### config.mk
export PLATFORM = sky130hd
export DESIGN_NAME = ordered_unique_set_table_flat
export DESIGN_NICKNAME = d
export VERILOG_FILES = /design/src/rtl/oust_pkg.sv /design/src/rtl/oust_if.sv /design/src/rtl/oust_cell.sv /design/src/rtl/ordered_unique_set_table.sv /design/src/flat_wrapper.sv
export SDC_FILE = /design/constraint.sdc
export NUM_CORES = 2
export LEC_CHECK = 0
export ABC_AREA = 0
export BUFFER_PORTS_ARGS = -buffer_cell sky130_fd_sc_hd__buf_2
export CELL_PAD_IN_SITES_DETAIL_PLACEMENT = 1
export CELL_PAD_IN_SITES_GLOBAL_PLACEMENT = 1
export CORE_MARGIN = 1
export CORE_UTILIZATION = 55
export DETAILED_ROUTE_END_ITERATION = 10
export PLACE_DENSITY_LB_ADDON = 0.1
export SKIP_LAST_GASP = 1
export SLEW_MARGIN = 5
export SYNTH_ARGS = -nofsm -noshare
export SYNTH_HDL_FRONTEND = slang
export SYNTH_HIERARCHICAL = 1
export SYNTH_SLANG_ARGS = --single-unit
### constraint.sdc
create_clock -name i_clk -period 24.6 [get_ports i_clk]
set_clock_uncertainty 0.2 [all_clocks]
set_input_delay 4.92 -clock i_clk [delete_from_list [all_inputs] [get_ports i_clk]]
set_output_delay 4.92 -clock i_clk [all_outputs]
set_load 0.02 [all_outputs]
### src/rtl/oust_pkg.sv
package oust_pkg;

    localparam int CNT_W = 7;

    typedef logic [1:0] t_op;
    localparam t_op OP_ADD    = 2'd0;
    localparam t_op OP_REMOVE = 2'd1;
    localparam t_op OP_CHECK  = 2'd2;
    localparam t_op OP_LIST   = 2'd3;

    typedef logic [1:0] t_cell_cmd;
    localparam t_cell_cmd CMD_HOLD   = 2'd0;
    localparam t_cell_cmd CMD_APPEND = 2'd1;
    localparam t_cell_cmd CMD_REMOVE = 2'd2;
    localparam t_cell_cmd CMD_ROTATE = 2'd3;

    typedef struct packed {
        t_cell_cmd         cmd;
        logic [CNT_W-1:0]  count;
        logic [CNT_W-1:0]  slot;
    } t_cell_ctrl;

endpackage

### src/rtl/oust_if.sv
interface oust_in_if;
    logic       valid;
    logic       ready;
    logic [1:0] op;
    logic [7:0] element;

    modport source (output valid, output op, output element, input ready);
    modport sink   (input valid, input op, input element, output ready);
endinterface

interface oust_out_if;
    logic       valid;
    logic       ready;
    logic       was_member;
    logic       add_refused;
    logic [6:0] member_count;
    logic [7:0] listed_element;
    logic       listed_valid;
    logic       last;

    modport source (output valid, output was_member, output add_refused,
                    output member_count, output listed_element,
                    output listed_valid, output last, input ready);
    modport sink   (input valid, input was_member, input add_refused,
                    input member_count, input listed_element,
                    input listed_valid, input last, output ready);
endinterface

### src/rtl/oust_cell.sv
module oust_cell #(
    parameter int INDEX        = 0,
    parameter int ELEMENT_BITS = 8
) (
    input  logic                          i_clk,
    input  oust_pkg::t_cell_ctrl          i_ctrl,
    input  logic [ELEMENT_BITS-1:0]       i_elem,
    input  logic [ELEMENT_BITS-1:0]       i_next,
    input  logic [ELEMENT_BITS-1:0]       i_head,
    output logic [ELEMENT_BITS-1:0]       o_value,
    output logic                          o_hit
);

    localparam logic [oust_pkg::CNT_W-1:0] IDX = oust_pkg::CNT_W'(INDEX);

    logic [ELEMENT_BITS-1:0]    r_val;
    logic [ELEMENT_BITS-1:0]    n_val;
    logic [oust_pkg::CNT_W-1:0] w_tail;

    assign w_tail  = i_ctrl.count - oust_pkg::CNT_W'(1);
    assign o_value = r_val;
    assign o_hit   = (IDX < i_ctrl.count) && (r_val == i_elem);

    always_comb begin
        n_val = r_val;
        case (i_ctrl.cmd)
            oust_pkg::CMD_APPEND: begin
                if (IDX == i_ctrl.count) n_val = i_elem;
            end
            oust_pkg::CMD_REMOVE: begin
                if (IDX >= i_ctrl.slot) n_val = i_next;
            end
            oust_pkg::CMD_ROTATE: begin
                n_val = (IDX == w_tail) ? i_head : i_next;
            end
            default: n_val = r_val;
        endcase
    end

    always_ff @(posedge i_clk) begin
        r_val <= n_val;
    end

endmodule

### src/rtl/ordered_unique_set_table.sv
// Add, remove and check: the item goes to the execute state, which registers the result;
// no new item is taken until the last result is registered. List: elements come from the
// head cell, one element per cycle while the sink does not stall, as the chain rotates one place.
// Output register holds a result while the sink stalls; the chain stalls with it.
// Reset (synchronous, active low) clears the count, the state and the output valid.
module ordered_unique_set_table #(
    parameter int CAPACITY     = 64,
    parameter int ELEMENT_BITS = 8
) (
    input  logic              i_clk,
    input  logic              i_rst_n,
    oust_in_if.sink           i_in,
    oust_out_if.source        o_out
);

    localparam int CW = oust_pkg::CNT_W;
    localparam int EW = ELEMENT_BITS;
    localparam logic [CW-1:0] CAP = CW'(CAPACITY);

    localparam logic [1:0] ST_IDLE = 2'd0;
    localparam logic [1:0] ST_EXEC = 2'd1;
    localparam logic [1:0] ST_LIST = 2'd2;

    logic [1:0]          r_state, n_state;
    oust_pkg::t_op       r_op;
    logic [EW-1:0]       r_elem;
    logic [CW-1:0]       r_count, n_count;
    logic [CW-1:0]       r_left, n_left;

    logic                r_out_valid, n_out_valid;
    logic                r_was, n_was;
    logic                r_refused, n_refused;
    logic [7:0]          r_listed, n_listed;
    logic                r_lvalid, n_lvalid;
    logic                r_last, n_last;

    oust_pkg::t_cell_ctrl w_ctrl;
    logic [EW-1:0]       w_val [CAPACITY];
    logic [CAPACITY-1:0] w_hit;
    logic                w_any;
    logic [CW-1:0]       w_slot;
    logic                w_free;
    logic [31:0]         w_in_ext;
    logic [31:0]         w_head_ext;

    assign i_in.ready = (r_state == ST_IDLE);
    assign w_free     = !r_out_valid || o_out.ready;
    assign w_in_ext   = 32'(i_in.element);
    assign w_head_ext = 32'(w_val[0]);
    assign w_any      = |w_hit;

    always_comb begin
        w_slot = '0;
        for (int i = 0; i < CAPACITY; i++) begin
            if (w_hit[i]) w_slot = w_slot | CW'(i);
        end
    end

    for (genvar g = 0; g < CAPACITY; g++) begin : g_cell
        logic [EW-1:0] w_next;
        if (g == CAPACITY - 1) begin : g_end
            assign w_next = w_val[0];
        end else begin : g_mid
            assign w_next = w_val[g+1];
        end
        oust_cell #(.INDEX(g), .ELEMENT_BITS(EW)) u_cell (
            .i_clk   (i_clk),
            .i_ctrl  (w_ctrl),
            .i_elem  (r_elem),
            .i_next  (w_next),
            .i_head  (w_val[0]),
            .o_value (w_val[g]),
            .o_hit   (w_hit[g])
        );
    end

    always_comb begin
        n_state     = r_state;
        n_count     = r_count;
        n_left      = r_left;
        n_out_valid = r_out_valid && !o_out.ready;
        n_was       = r_was;
        n_refused   = r_refused;
        n_listed    = r_listed;
        n_lvalid    = r_lvalid;
        n_last      = r_last;
        w_ctrl.cmd  = oust_pkg::CMD_HOLD;
        w_ctrl.count = r_count;
        w_ctrl.slot  = w_slot;
        unique case (r_state)
            ST_IDLE: begin
                if (i_in.valid) n_state = ST_EXEC;
            end
            ST_EXEC: begin
                if (r_op == oust_pkg::OP_LIST && r_count != '0) begin
                    n_left  = r_count;
                    n_state = ST_LIST;
                end else if (w_free) begin
                    n_out_valid = 1'b1;
                    n_was       = w_any && (r_op != oust_pkg::OP_LIST);
                    n_refused   = 1'b0;
                    n_listed    = '0;
                    n_lvalid    = 1'b0;
                    n_last      = 1'b1;
                    n_state     = ST_IDLE;
                    if (r_op == oust_pkg::OP_ADD && !w_any) begin
                        if (r_count < CAP) begin
                            w_ctrl.cmd = oust_pkg::CMD_APPEND;
                            n_count    = r_count + CW'(1);
                        end else begin
                            n_refused = 1'b1;
                        end
                    end else if (r_op == oust_pkg::OP_REMOVE && w_any) begin
                        w_ctrl.cmd = oust_pkg::CMD_REMOVE;
                        n_count    = r_count - CW'(1);
                    end
                end
            end
            ST_LIST: begin
                if (w_free) begin
                    w_ctrl.cmd  = oust_pkg::CMD_ROTATE;
                    n_out_valid = 1'b1;
                    n_was       = 1'b0;
                    n_refused   = 1'b0;
                    n_listed    = w_head_ext[7:0];
                    n_lvalid    = 1'b1;
                    n_last      = (r_left == CW'(1));
                    n_left      = r_left - CW'(1);
                    if (r_left == CW'(1)) n_state = ST_IDLE;
                end
            end
            default: n_state = ST_IDLE;
        endcase
    end

    always_ff @(posedge i_clk) begin
        if (!i_rst_n) begin
            r_state     <= ST_IDLE;
            r_count     <= '0;
            r_left      <= '0;
            r_out_valid <= 1'b0;
        end else begin
            r_state     <= n_state;
            r_count     <= n_count;
            r_left      <= n_left;
            r_out_valid <= n_out_valid;
        end
    end

    always_ff @(posedge i_clk) begin
        if (i_in.valid && i_in.ready) begin
            r_op   <= i_in.op;
            r_elem <= w_in_ext[EW-1:0];
        end
        r_was     <= n_was;
        r_refused <= n_refused;
        r_listed  <= n_listed;
        r_lvalid  <= n_lvalid;
        r_last    <= n_last;
    end

    assign o_out.valid          = r_out_valid;
    assign o_out.was_member     = r_was;
    assign o_out.add_refused    = r_refused;
    assign o_out.member_count   = 7'(r_count);
    assign o_out.listed_element = r_listed;
    assign o_out.listed_valid   = r_lvalid;
    assign o_out.last           = r_last;

    a_count_bound: assert property (@(posedge i_clk) disable iff (!i_rst_n)
        r_count <= CAP) else $error("count above capacity");

    a_accept_exec: assert property (@(posedge i_clk) disable iff (!i_rst_n)
        (i_in.valid && i_in.ready) |=> (r_state == ST_EXEC))
        else $error("accepted item not executed");

    a_list_left: assert property (@(posedge i_clk) disable iff (!i_rst_n)
        (r_state == ST_LIST) |-> (r_left != '0 && r_left <= r_count))
        else $error("list run out of range");

    a_refused_full: assert property (@(posedge i_clk) disable iff (!i_rst_n)
        (r_out_valid && r_refused) |-> (r_count == CAP))
        else $error("add refused while not full");

    a_count_step: assert property (@(posedge i_clk) disable iff (!i_rst_n)
        (r_state != ST_EXEC) |=> (r_count == $past(r_count)))
        else $error("count changed outside execute");

endmodule
### src/flat_wrapper.sv
// flat-port wrapper written by rule: the top's interface ports become plain ports
module ordered_unique_set_table_flat 
#(
    parameter int CAPACITY     = 64,
    parameter int ELEMENT_BITS = 8
)
  (i_clk, i_rst_n, i_in_valid, i_in_op, i_in_element, i_in_ready, o_out_valid, o_out_was_member, o_out_add_refused, o_out_member_count, o_out_listed_element, o_out_listed_valid, o_out_last, o_out_ready);
  oust_in_if i_in_i ();
  oust_out_if o_out_i ();
  input  logic i_clk;
  input  logic i_rst_n;
  input wire logic [$bits(i_in_i.valid)-1:0] i_in_valid;
  input wire logic [$bits(i_in_i.op)-1:0] i_in_op;
  input wire logic [$bits(i_in_i.element)-1:0] i_in_element;
  output wire logic [$bits(i_in_i.ready)-1:0] i_in_ready;
  output wire logic [$bits(o_out_i.valid)-1:0] o_out_valid;
  output wire logic [$bits(o_out_i.was_member)-1:0] o_out_was_member;
  output wire logic [$bits(o_out_i.add_refused)-1:0] o_out_add_refused;
  output wire logic [$bits(o_out_i.member_count)-1:0] o_out_member_count;
  output wire logic [$bits(o_out_i.listed_element)-1:0] o_out_listed_element;
  output wire logic [$bits(o_out_i.listed_valid)-1:0] o_out_listed_valid;
  output wire logic [$bits(o_out_i.last)-1:0] o_out_last;
  input wire logic [$bits(o_out_i.ready)-1:0] o_out_ready;
  assign i_in_i.valid = i_in_valid;
  assign i_in_i.op = i_in_op;
  assign i_in_i.element = i_in_element;
  assign i_in_ready = i_in_i.ready;
  assign o_out_valid = o_out_i.valid;
  assign o_out_was_member = o_out_i.was_member;
  assign o_out_add_refused = o_out_i.add_refused;
  assign o_out_member_count = o_out_i.member_count;
  assign o_out_listed_element = o_out_i.listed_element;
  assign o_out_listed_valid = o_out_i.listed_valid;
  assign o_out_last = o_out_i.last;
  assign o_out_i.ready = o_out_ready;
  ordered_unique_set_table #(.CAPACITY(CAPACITY), .ELEMENT_BITS(ELEMENT_BITS)) u_core (.i_clk(i_clk), .i_rst_n(i_rst_n), .i_in(i_in_i), .o_out(o_out_i));
endmodule
==> flow_summary.html <==
<table>
<tr><th>Metric</th><th>Value</th></tr>
<tr><th colspan="2">Power</th></tr>
<tr><td>IR Drop Worst-Case VDD</td><td>62.6 uV</td></tr>
<tr><td>Leakage power</td><td>16.1 nW</td></tr>
<tr><td>Power density over cell area</td><td>53.6 mW/mm2</td></tr>
<tr><td>Tot Pwr</td><td>~2.5 mW</td></tr>
<tr><th colspan="2">Critical path</th></tr>
<tr><td>Cell mode on critical path</td><td>sky130_fd_sc_hd__buf_4</td></tr>
<tr><td>Critical path origin</td><td>u_core/r_elem[2]</td></tr>
<tr><td>Depth of the worst register-to-register path</td><td>18</td></tr>
<tr><td>Crit path to</td><td>u_core/g_cell[45].u_cell/o_value[1]</td></tr>
<tr><td>Maximum fanout count along the critical path</td><td>87</td></tr>
<tr><td>Endpoint kind of the worst setup timing path</td><td>register</td></tr>
<tr><td>WP data required</td><td>about 25 ns</td></tr>
<tr><td>Critical path type</td><td>register to register</td></tr>
<tr><td>Beginning of the worst register-to-register path</td><td>u_core/r_elem[2]</td></tr>
<tr><td>Crit-path slowest cell</td><td>sky130_fd_sc_hd__edfxtp_1</td></tr>
<tr><td>Data arrival time of the critical path</td><td>approximately 9.4 ns</td></tr>
<tr><td>R2r setup slk</td><td>15.20 ns</td></tr>
<tr><td>Critical register-to-register path endpoint</td><td>u_core/g_cell[45].u_cell/o_value[1]</td></tr>
<tr><td>Delay of the slowest critical-path stage</td><td>1.07 ns</td></tr>
<tr><td>Crit path launch type</td><td>register</td></tr>
<tr><td>Cell Chain, Critical Path</td><td>buf_4 -&gt; buf_4 -&gt; xnor2_1 -&gt; nand4_1 -&gt; nor3_1 -&gt; nor4_1 -&gt; and4b_1 -&gt; nand4_1 -&gt; buf_4 -&gt; or2_2 -&gt; a41oi_1 -&gt; nor2_4 -&gt; buf_4 -&gt; buf_4 -&gt; buf_4 -&gt; inv_2 -&gt; o41a_2 -&gt; nor2_1</td></tr>
<tr><th colspan="2">STA</th></tr>
<tr><td>Final slew viol count</td><td>3</td></tr>
<tr><td>Setup tns final</td><td>0 ns</td></tr>
<tr><td>Unrepaired setup endpoints after global routing</td><td>false</td></tr>
<tr><td>Relative slew slack</td><td>-0.0699</td></tr>
<tr><td>Final Hold Violating Endpoints</td><td>0</td></tr>
<tr><td>Fmax</td><td>106 MHz</td></tr>
<tr><td>Actual transition at the worst max-transition pin</td><td>approximately 1.6 ns</td></tr>
<tr><td>Number of failing setup endpoints in the final timing report</td><td>0</td></tr>
<tr><td>Final critical path time including I/O delays and setup</td><td>9.40 ns</td></tr>
<tr><td>Crit share post-route</td><td>0.382</td></tr>
<tr><th colspan="2">Floorplan</th></tr>
<tr><td>Boundary Pins</td><td>35</td></tr>
<tr><td>Core area</td><td>between 0.07 and 0.08 mm2</td></tr>
<tr><td>Horiz. Die Dim</td><td>approximately 280 um</td></tr>
<tr><td>Initial Util</td><td>0.557</td></tr>
<tr><td>Std cell rows</td><td>~100</td></tr>
<tr><td>Die height</td><td>between 200 and 300 um</td></tr>
<tr><td>Die area</td><td>0.0796 mm2</td></tr>
<tr><th colspan="2">CTS</th></tr>
<tr><td>Number of CTS-inserted buffers</td><td>70</td></tr>
<tr><td>Post-CTS Hold Fix Bufs</td><td>0</td></tr>
<tr><td>CTS tree</td><td>done</td></tr>
<tr><td>Clock insertion delay at the later pin of the skew report</td><td>approximately 0.61 ns</td></tr>
<tr><td>Maximum number of buffers from clock root to sink</td><td>3</td></tr>
<tr><td>Setup repair bufs after CTS</td><td>0</td></tr>
<tr><td>Number of clock sinks</td><td>approximately 550</td></tr>
<tr><td>Clk pin slew, worst setup/hold paths</td><td>0.06 ns</td></tr>
<tr><td># resized after CTS</td><td>0</td></tr>
<tr><td>Deepest level of the CTS H-tree</td><td>3</td></tr>
<tr><td>Root Buffer Master</td><td>sky130_fd_sc_hd__clkbuf_16</td></tr>
<tr><th colspan="2">Logic synthesis</th></tr>
<tr><td>Flops &amp; latches, synth</td><td>approximately 550</td></tr>
<tr><td>Mapped Cells</td><td>~4600</td></tr>
<tr><td>Mean cell area of the mapped netlist</td><td>between 9 and 10 um2</td></tr>
<tr><td>Area of the mapped netlist</td><td>0.0432 mm2</td></tr>
<tr><td>Synthesis warning total</td><td>6</td></tr>
<tr><td>EDFF count, synth</td><td>534</td></tr>
<tr><td>Sequential cell area fraction in the yosys report</td><td>0.379</td></tr>
<tr><td>Dominant register cell in the synthesized netlist</td><td>sky130_fd_sc_hd__edfxtp_1</td></tr>
<tr><td>Ys async rst share</td><td>0</td></tr>
<tr><td>Post-synth cell types</td><td>123</td></tr>
<tr><th colspan="2">Global routing</th></tr>
<tr><td>Total Routing Usage GR</td><td>0.391</td></tr>
<tr><td>Number of global-route vias before repair</td><td>slightly above 40000</td></tr>
<tr><td>Initial antenna violation count</td><td>1</td></tr>
<tr><td>First-pass GRT wire length</td><td>about 240 mm</td></tr>
<tr><td>Remaining global-route overflow</td><td>0</td></tr>
<tr><td>Largest net degree at the start of global routing</td><td>213</td></tr>
<tr><th colspan="2">Detailed routing</th></tr>
<tr><td>Avg Vias per Cell</td><td>roughly 7.0</td></tr>
<tr><td>Routed length per instance</td><td>27.9 um</td></tr>
<tr><td>Number of design-rule violations left by the first detailed-router iteration</td><td>between 4000 and 5000</td></tr>
<tr><td>DRC violations left</td><td>0</td></tr>
<tr><td>Drt pass-1 iters</td><td>6</td></tr>
<tr><td>Routed via count</td><td>between 30000 and 40000</td></tr>
<tr><td>Drt total wl</td><td>approximately 160 mm</td></tr>
<tr><td>Number of routed nets with antenna violations</td><td>0</td></tr>
<tr><th colspan="2">Place</th></tr>
<tr><td>Detailed-placement wirelength estimate</td><td>94.0 mm</td></tr>
<tr><td>Count of input and output buffers</td><td>34</td></tr>
<tr><td>Final weighted congestion in routability-driven placement</td><td>0.909</td></tr>
<tr><td>Placed Cells incl. Taps</td><td>5567</td></tr>
<tr><td>Placed inst area</td><td>0.0445 mm2</td></tr>
<tr><th colspan="2">Cells and area</th></tr>
<tr><td>Total number of nets in the final design</td><td>roughly 4600</td></tr>
<tr><td>Non-Filler Instances</td><td>roughly 5700</td></tr>
<tr><td>Post-Route Utilization</td><td>0.601</td></tr>
<tr><td>Layout-stage area growth over the synthesis result</td><td>7.94%</td></tr>
<tr><td>Share of final-layout standard cells stronger than drive strength 1</td><td>0.0792</td></tr>
<tr><td>Finished Cell Area</td><td>0.0466 mm2</td></tr>
<tr><th colspan="2">Status</th></tr>
<tr><td>Run status</td><td>finished, violations left</td></tr>
<tr><td>Failing checks</td><td>capacitance limit, slew limit</td></tr>
<tr><th colspan="2">Run</th></tr>
<tr><td>Max-cap violations</td><td>1</td></tr>
<tr><th colspan="2">Hold path</th></tr>
<tr><td>Hold Path Class</td><td>register to register</td></tr>
</table>
[cell usage after synthesis (all sizes together), types with 10 or more instances]
cell type | instances | area [um2]
edfxtp | 534 | 16000
o21ai | 498 | 2500
xnor2 | 430 | 3770
a21oi | 373 | 1870
mux2i | 324 | 3270
nor2 | 310 | 1190
nor2b | 310 | 1940
a31oi | 234 | 1460
nand4 | 202 | 1330
nand3 | 182 | 1060
nand2 | 121 | 517
buf | 113 | 726
clkbuf | 94 | 440
xor2 | 87 | 762
nor3 | 84 | 517
nor4 | 73 | 647
o31ai | 66 | 509
inv | 56 | 210
and2b | 33 | 259
nor4b | 29 | 504
a22oi | 26 | 195
and3 | 23 | 144
a211oi | 19 | 148
and2 | 18 | 113
and4b | 18 | 184
nand2b | 18 | 113
dfxtp | 17 | 340
nand4b | 17 | 149
or4 | 16 | 139
a21o | 15 | 114
nor3b | 14 | 158
or4b | 14 | 151
a32o | 12 | 120
ha | 12 | 150
or3 | 12 | 86.3
and4 | 10 | 96.3
nand3b | 10 | 82.6
[cells in the final DEF, fill, tap and decap left out, drive strengths merged, types with 182 or more instances in the layout]
cell,netlist,routed
edfxtp,534,534
nor2b,310,310
nand4,202,202
a31oi,234,234
xnor2,430,430
a21oi,373,373
nand3,182,182
mux2i,324,324
nor2,310,310
o21ai,498,498
[worst min path at each step]
stage | startpoint | endpoint | slack [ns] | cells past startpoint
6_report | u_core/r_left[6] | u_core/r_left[6] | 0.29 | 2
5_1_grt | u_core/r_left[6] | u_core/r_left[6] | 0.32 | 2
4_1_cts | u_core/r_left[6] | u_core/r_left[6] | 0.29 | 2
3_3_place_gp | u_core/r_left[6] | u_core/r_left[6] | 0.25 | 2
2_1_floorplan | u_core/r_left[6] | u_core/r_left[6] | 0.24 | 2
3_5_place_dp | u_core/r_left[6] | u_core/r_left[6] | 0.27 | 2
[per-layer routing]
metal / part of all wire / up-vias / GRT usage
met5: 0 / - / 0
met1: 0.41 / 19900 / 0.522
met2: 0.46 / 1969 / 0.623
met4: 0.047 / 0 / 0.184
li1: - / 17400 / -
met3: 0.088 / 533 / 0.0604
[flip-flops by register name, summed over array words and instances (netlist names)]
name / cells
u_core/r_left: 7
u_core/o_out.listed_valid: 1
u_core/r_state: 2
u_core/o_out.listed_element: 8
u_core/r_elem: 8
u_core/o_out.member_count: 7
u_core/g_cell.u_cell/o_value: 512
u_core/r_op: 2
u_core/o_out.was_member: 1
u_core/o_out.add_refused: 1
u_core/o_out.valid: 1
u_core/o_out.last: 1
[cell type report]
cell class	count	area [um2]
well taps	1040	1300
repair buffers	120	903
inverters	58	218
clock inverters	32	269
multi-input cells	3798	25700
clock buffers	85	1840
fillers	8845	31000
diodes	1	2.50
flip-flops and latches	551	16400
[through the flow]
step	hold WS (ns)	worst slack, ns
after global placement	0.255	15.34
after CTS	0.294	15.55
after global routing	0.324	14.99
final	0.290	15.20
after detailed placement	0.266	15.24
after floorplan	0.243	8.89
[cells by family after synthesis]
logic type	share of synthesized area
AND/OR/NAND/NOR	0.227
AO/OA/AOI/OAI	0.176
flip-flops	0.379
XOR/XNOR	0.105
multiplexers	0.0764
buffers and inverters	0.0323
adder cells (fa/ha/maj)	0.00394
other	0.0000868
[worst max-delay path: cells and delay by family (launching register included)]
family / cells / cell delay [ns]
buffers and inverters: 7 / 4.23
AND/OR/NAND/NOR: 8 / 2.74
flip-flops: 1 / 1.07
AO/OA/AOI/OAI: 2 / 0.36
XOR/XNOR: 1 / 0.19
[where the power goes]
part	leakage, nW	internal [mW]	switching, mW
combinational	10.2	0.152	0.288
sequential	4.95	1.04	0.0173
clock	1.04	0.579	0.417
(Power assumes the default switching activity.)
